## config.mk

```make
export PLATFORM = sky130hd
export DESIGN_NAME = etr_sincos
export DESIGN_NICKNAME = d
export VERILOG_FILES = /design/src/hdl/etr_pkg.sv /design/src/hdl/etr_sincos.sv
export SDC_FILE = /design/constraint.sdc
export NUM_CORES = 2
export LEC_CHECK = 0
export BUFFER_PORTS_ARGS = -buffer_cell sky130_fd_sc_hd__buf_2
export CORE_MARGIN = 2
export CORE_UTILIZATION = 40
export CTS_BUF_LIST = sky130_fd_sc_hd__clkbuf_4
export DETAILED_ROUTE_END_ITERATION = 8
export MAX_ROUTING_LAYER = met4
export SLEW_MARGIN = 20
export SYNTH_ARGS = -nofsm -noshare
export SYNTH_HDL_FRONTEND = slang
export SYNTH_SLANG_ARGS = --single-unit
```

## constraint.sdc

```tcl
create_clock -name clk_i -period 8.05 [get_ports clk_i]
set_input_delay 0.4025 -clock clk_i [delete_from_list [all_inputs] [get_ports clk_i]]
set_output_delay 0.4025 -clock clk_i [all_outputs]
set_load 0.005 [all_outputs]
```

## src/hdl/etr_pkg.sv

```systemverilog
// shared types, widths and constants for the euler-angle to rotation matrix pipeline
// no dependencies; used by etr_sincos and euler_to_rotation_matrix_top
package etr_pkg;

  localparam int AngW        = 16;  // Q2.13 input angle
  localparam int ZW          = 20;  // cordic residual angle, Q.16
  localparam int CordW       = 34;  // cordic x/y, Q.30 with headroom
  localparam int TrigW       = 22;  // narrowed sine/cosine, Q.20 in [-1, 1]
  localparam int OutW        = 16;  // Q1.14 matrix entry
  localparam int WideW       = 64;  // Q.60 accumulation
  localparam int NumEntries  = 9;

  localparam int CordicSteps   = 17;
  localparam int SinCosStages  = CordicSteps + 2;  // reduce, steps, narrow
  localparam int ProdStages    = 5;
  localparam int NumStages     = SinCosStages + ProdStages;

  localparam logic signed [AngW-1:0]  AngPi      = 16'sd25736;
  localparam logic signed [AngW-1:0]  AngHalfPi  = 16'sd12868;
  localparam logic signed [CordW-1:0] CordicGain = 34'sd652032874;

  typedef logic signed [AngW-1:0]  angle_t;
  typedef logic signed [ZW-1:0]    zang_t;
  typedef logic signed [CordW-1:0] cord_t;
  typedef logic signed [TrigW-1:0] trig_t;

  // atan(2^-i) in Q.16, rounded
  function automatic zang_t atan_q16(input int i);
    zang_t r;
    case (i)
      0:       r = 20'sd51472;
      1:       r = 20'sd30386;
      2:       r = 20'sd16055;
      3:       r = 20'sd8150;
      4:       r = 20'sd4091;
      5:       r = 20'sd2047;
      6:       r = 20'sd1024;
      7:       r = 20'sd512;
      8:       r = 20'sd256;
      9:       r = 20'sd128;
      10:      r = 20'sd64;
      11:      r = 20'sd32;
      12:      r = 20'sd16;
      13:      r = 20'sd8;
      14:      r = 20'sd4;
      15:      r = 20'sd2;
      16:      r = 20'sd1;
      default: r = '0;
    endcase
    return r;
  endfunction

endpackage

```

## src/hdl/etr_sincos.sv

```systemverilog
// pipelined sine/cosine of one Q2.13 angle: range reduction, unrolled cordic, narrowing
// depends on etr_pkg; stage enables come from the pipeline control in the top level
module etr_sincos import etr_pkg::*; (
  input  logic                    clk_i,
  input  logic [SinCosStages-1:0] en_i,
  input  angle_t                  angle_i,
  output trig_t                   sin_o,
  output trig_t                   cos_o
);

  localparam cord_t NarrowMax = cord_t'(1 << 20);

  function automatic trig_t narrow_q20(input cord_t v);
    cord_t t;
    cord_t r;
    t = v + cord_t'(512);
    r = t >>> 10;
    if (r > NarrowMax) begin
      r = NarrowMax;
    end else if (r < -NarrowMax) begin
      r = -NarrowMax;
    end
    return r[TrigW-1:0];
  endfunction

  angle_t a_red;
  logic   neg_red;
  zang_t  z0_q;
  logic   neg0_q;

  // fold angles beyond a quarter turn back by pi and flip the sign of the result
  always_comb begin
    if (angle_i > AngHalfPi) begin
      a_red   = angle_i - AngPi;
      neg_red = 1'b1;
    end else if (angle_i < -AngHalfPi) begin
      a_red   = angle_i + AngPi;
      neg_red = 1'b1;
    end else begin
      a_red   = angle_i;
      neg_red = 1'b0;
    end
  end

  always_ff @(posedge clk_i) begin
    if (en_i[0]) begin
      z0_q   <= ZW'(a_red) <<< 3;
      neg0_q <= neg_red;
    end
  end

  cord_t x_q   [CordicSteps];
  cord_t y_q   [CordicSteps];
  zang_t z_q   [CordicSteps];
  logic  neg_q [CordicSteps];

  for (genvar i = 0; i < CordicSteps; i++) begin : g_step
    cord_t x_in;
    cord_t y_in;
    zang_t z_in;
    logic  n_in;

    if (i == 0) begin : g_first
      assign x_in = CordicGain;
      assign y_in = '0;
      assign z_in = z0_q;
      assign n_in = neg0_q;
    end else begin : g_next
      assign x_in = x_q[i-1];
      assign y_in = y_q[i-1];
      assign z_in = z_q[i-1];
      assign n_in = neg_q[i-1];
    end

    always_ff @(posedge clk_i) begin
      if (en_i[i+1]) begin
        if (!z_in[ZW-1]) begin
          x_q[i] <= x_in - (y_in >>> i);
          y_q[i] <= y_in + (x_in >>> i);
          z_q[i] <= z_in - atan_q16(i);
        end else begin
          x_q[i] <= x_in + (y_in >>> i);
          y_q[i] <= y_in - (x_in >>> i);
          z_q[i] <= z_in + atan_q16(i);
        end
        neg_q[i] <= n_in;
      end
    end
  end

  cord_t x_fin;
  cord_t y_fin;
  trig_t sin_q;
  trig_t cos_q;

  always_comb begin
    if (neg_q[CordicSteps-1]) begin
      x_fin = -x_q[CordicSteps-1];
      y_fin = -y_q[CordicSteps-1];
    end else begin
      x_fin = x_q[CordicSteps-1];
      y_fin = y_q[CordicSteps-1];
    end
  end

  always_ff @(posedge clk_i) begin
    if (en_i[SinCosStages-1]) begin
      cos_q <= narrow_q20(x_fin);
      sin_q <= narrow_q20(y_fin);
    end
  end

  assign sin_o = sin_q;
  assign cos_o = cos_q;

endmodule

```

Word-level counts from Yosys, hierarchy flattened
Memory sizes are Yosys's and may differ from the RTL's.
Index checks and enable logic that the tools add are counted.
{"block": "totals", "regBits": 61, "mem_bits_rw": 1513, "inputBits": 36, "output_inout_bits": 44, "elab_cells": 367, "n_memories": 4}
{"memory": "x_q", "words": 17, "word_bits": 34, "rd": 17, "rd_ports_with_merged_regs": 0, "write_ports": 17, "line_no": "etr_sincos.sv:52", "text": "cord_t x_q [CordicSteps];"}
{"memory": "y_q", "words": 17, "word_bits": 34, "rd": 17, "rd_ports_with_merged_regs": 0, "write_ports": 17, "line_no": "etr_sincos.sv:53", "text": "cord_t y_q [CordicSteps];"}
{"memory": "z_q", "words": 17, "word_bits": 20, "rd": 16, "rd_ports_with_merged_regs": 0, "write_ports": 17, "line_no": "etr_sincos.sv:54", "text": "zang_t z_q [CordicSteps];"}
{"memory": "neg_q", "words": 17, "word_bits": 1, "rd": 17, "rd_ports_with_merged_regs": 0, "write_ports": 17, "line_no": "etr_sincos.sv:55", "text": "logic neg_q [CordicSteps];"}
{"block": "classes", "addsub": 104, "magnitude_cmp": 6, "n_mux": 194, "bitwise": 51, "n_reduce_logical": 2}
{"cell": "two-way mux 34 bit", "n": 36}
{"cell": "two-way mux 20 bit", "n": 17}
{"cell": "two-way mux 1 bit", "n": 137}
{"cell": "adder 34 x 11 -> 34 bit (second input constant)", "n": 2}
{"cell": "adder 34 x 18 -> 34 bit", "n": 2}
{"cell": "adder 34 x 19 -> 34 bit", "n": 2}
{"cell": "adder 34 x 20 -> 34 bit", "n": 2}
{"cell": "adder 34 x 21 -> 34 bit", "n": 2}
{"cell": "adder 34 x 22 -> 34 bit", "n": 2}
{"cell": "adder 34 x 23 -> 34 bit", "n": 2}
{"cell": "adder 34 x 24 -> 34 bit", "n": 2}
{"cell": "adder 34 x 25 -> 34 bit", "n": 2}
{"cell": "adder 34 x 26 -> 34 bit", "n": 2}
{"cell": "adder 34 x 27 -> 34 bit", "n": 2}
{"cell": "adder 34 x 28 -> 34 bit", "n": 2}
{"cell": "adder 34 x 29 -> 34 bit", "n": 2}
{"cell": "adder 34 x 30 -> 34 bit", "n": 2}
{"cell": "adder 34 x 31 -> 34 bit", "n": 2}
{"cell": "adder 34 x 32 -> 34 bit", "n": 2}
{"cell": "adder 34 x 33 -> 34 bit", "n": 2}
{"cell": "negator 34 bit", "n": 2}
{"cell": "subtractor 34 x 18 -> 34 bit", "n": 2}
{"cell": "subtractor 34 x 19 -> 34 bit", "n": 2}
{"cell": "subtractor 34 x 20 -> 34 bit", "n": 2}
{"cell": "other kinds (55)", "n": 125}

Longest topological paths before layout
An unclocked memory read counts as a cell.
{"block": "logic_depth", "ltp_word": 6, "depth_mapped": 22, "ltp_nobuf": 22}

Worst setup path before layout
No wires, ideal clock.
{"block": "synth_timing", "path_kind": "flip-flop to flip-flop", "start": "memory x_q[2][4] in the netlist's numbering", "end": "memory y_q[3][33] in the netlist's numbering, data pin", "setup_time_ns": 0.259, "arrival_time_ns": 4.851, "required_ns": 7.791, "setup_slack_ns": 2.940, "stages_incl_launch_ff": 20, "n_path_buf": 0, "period_less_slack_ns": 5.110, "path_cell_list": "edfxtp_1 or2_2 nor4_1 nand3b_1 nor3_1 nand2_1 or3_1 nand2_1 xor2_1 ha_1 a211oi_1 o211ai_1 a311o_1 o211ai_1 a21oi_1 o41ai_1 nor2_1 a2111oi_0 a21oi_1 xnor2_1"}
{"item": "from (decl)", "line_no": "etr_sincos.sv:52"}
{"item": "to (decl)", "line_no": "etr_sincos.sv:53"}

==> impl_metrics.json <==
{
  "synth_common_cells": "1423 x edfxtp_1, 1253 x ha_1, 1214 x xnor2_1",
  "path_class": "register to register",
  "syn_inst": 12350,
  "ys_ff_latch": 1423,
  "clk_latency_ns": 1.39,
  "slowest_delay_ns": 0.61,
  "skew_ns": 0.1715,
  "end_kind": "register",
  "final-setup-viol-count": 0,
  "tns_ns": 0,
  "yosysTopAreaCellShare": 0.3616,
  "synth_enable_flop_cells": 1423,
  "drtIter0Drc": 5690,
  "worst_pin_slew_ns": 1.058,
  "portBuffers": 79,
  "status": "finished, final reports clean",
  "synth_top_flop_cell": "edfxtp_1",
  "slew_viol_final": 0,
  "holdWs_ns": 0.2534,
  "hp-class": "input port to register",
  "cts_buffer_depth": 4,
  "grt_max_degree": 77,
  "core_um2": 293800,
  "grt_pass1_vias": 87650,
  "placed_cells": 16190,
  "synth-seq-area-share": 0.3616,
  "yosys_warnings": 0,
  "dieArea_um2": 299800,
  "drive_gt1_frac": 0.07015,
  "die_h_um": 547.6,
  "postCtsSetupRepairBufs": 0,
  "areaGrowthSynthToFinish_pct": 9.099,
  "drc_errors": 0,
  "place_ws_ns": 1.728,
  "avgSynthCellArea_um2": 9.571,
  "gp_congestion": 0.9057,
  "viasPerCell": 5.433,
  "fp.dieW_um": 547.6,
  "post-route-worst-setup-slack_ns": 1.697,
  "ios": 80,
  "drt.antenna.violating_nets": 0,
  "arrival_ns": 7.46,
  "antenna_found_initial": 3,
  "instances_no_fill": 16950,
  "path_cells": "or2_2 > nor4_1 > nand3b_1 > nor3_1 > nand2_1 > or3_1 > nand2_1 > xor2_1 > ha_1 > a211oi_1 > o211ai_1 > a311o_1 > o211ai_1 > a21oi_1 > o41ai_1 > nor2_1 > a2111oi_0 > a21oi_1 > xnor2_1",
  "path_max_fanout": 6,
  "rows": 199,
  "grt_pass1_wl_um": 475400,
  "routed_wl_um": 299000,
  "synth_async_sr_flop_share": 0,
  "first_pass_iters": 6,
  "place_hpwl_um": 235600,
  "rsz0062_at_grt": "no",
  "yosysMostFrequentCell": "edfxtp_1",
  "initial_core_util": 0.4022,
  "maxSlewHeadroom": 0.2883,
  "crit_path_start_kind": "register",
  "synth.largest_area_cell": "edfxtp_1",
  "maxCapViolations": 0,
  "routedWlPerCell_um": 17.64,
  "period_needed_ns": 6.353,
  "htree_num_levels": 5,
  "cts_tree": "done",
  "crit_slowest_cell": "a2111oi_0",
  "period_share": 0.7892,
  "synth_fp_nets": 13690,
  "worstPathRequired_ns": 9.16,
  "vias": 92100,
  "path_clk_slew_ns": 0.07,
  "grt_overflow": 0,
  "fmax_mhz": 157.4,
  "clock-sinks": 1423,
  "synthesis.area_um2": 118200,
  "final_nets": 14080,
  "numCtsBuffers": 392,
  "hold_viol_final": 0,
  "ctsRootBufferMaster": "clkbuf_4",
  "ys_types": 86,
  "yosys-top-cells-area": "edfxtp_1 36%, ha_1 13%, xnor2_1 9.0%",
  "grt.total_usage": 0.2001
}
-- sequential cells by signal, indices dropped and copies added (netlist names) --
name         cells
cos_o           22
g_step.n_in      1
g_step.z_in     16
neg_q           17
sin_o           22
x_q            518
y_q            545
z_q            282
-- stage by stage --
step,instance area [µm²],utilization
finish,128900,0.4388
global route,128900,0.4388
CTS,128900,0.4388
detailed placement,123200,0.4192
global placement,123200,0.4192
floorplan,118200,-
-- kinds of logic after synthesis --
family,Yosys count,share of synthesized area
AO/OA/AOI/OAI,3456,0.1853
flip-flops,1423,0.3616
adder cells (fa/ha/maj),1301,0.1408
buffers and inverters,730,0.02331
multiplexers,137,0.01223
AND/OR/NAND/NOR,3504,0.1436
XOR/XNOR,1797,0.1332
-- layer usage --
metal	vias up	wire, µm	global-route usage
met1	43070	131100	0.2413
met3	538	10340	0.02009
met2	1698	147800	0.3480
met5	-	0	-
met4	0	9666	0.06761
li1	46800	-	-
-- worst max-delay path: cells and delay by family (launching register included) --
| family | cells | cell delay, ns |
|---|---|---|
| xor+xnor | 2 | 0.33 |
| simple gates | 8 | 2.23 |
| compound gates | 8 | 2.79 |
| flops | 1 | 0.43 |
| fa+ha+maj | 1 | 0.32 |
-- final timing paths --
check / start / end / slack (ns) / depth (start not counted)
min: angle_i[15] / g_step[0].n_in$_SDFFCE_PP1P_ / 0.25 / 4
max: x_q[2][4]$_DFFE_PP_ / y_q[3][33]$_DFFE_PP_ / 1.70 / 19
min reg2reg: z_q[5][1]$_DFFE_PP_ / z_q[6][1]$_DFFE_PP_ / 0.40 / 0
max reg2reg: x_q[2][4]$_DFFE_PP_ / y_q[3][33]$_DFFE_PP_ / 1.70 / 19
-- layout by cell type, fill, tap and decap left out, drive strengths merged, types with 53 or more instances in the layout --
cell type    instances
edfxtp            1423
ha                1253
xnor2             1214
a21oi             1136
nor2              1067
nand2              747
o21ai              684
xor2               583
clkbuf             544
inv                516
a21o               416
nor3               350
nand3              239
nand2b             213
nor2b              183
o21a               165
o31ai              155
buf                148
o21bai             143
a211oi             136
or3                123
and3               119
a31oi              111
clkinv             109
nor4                98
and2                90
dlygate4sd3         80
mux2i               78
mux2                59
o41ai               55
nand4               53
-- layout make-up --
cell class              count  area, µm²
diodes                      1      2.502
clock buffers             544       4084
clock inverters           133      830.8
fillers                 28740     164900
inverters                 507       1903
multi-input cells       10200      72710
flip-flops and latches   1423      42730
well taps                3919       4903
repair buffers            228       1769
-- repair_timing --
action                                 4_1_cts  5_1_grt
hold buffers                                83        0
endpoints found under the hold margin     1382        0
resized for setup                            0        0
Power is left out: the tool's default activity adds up to more than one toggle a clock period on the data nets, which glitch-free logic cannot reach.
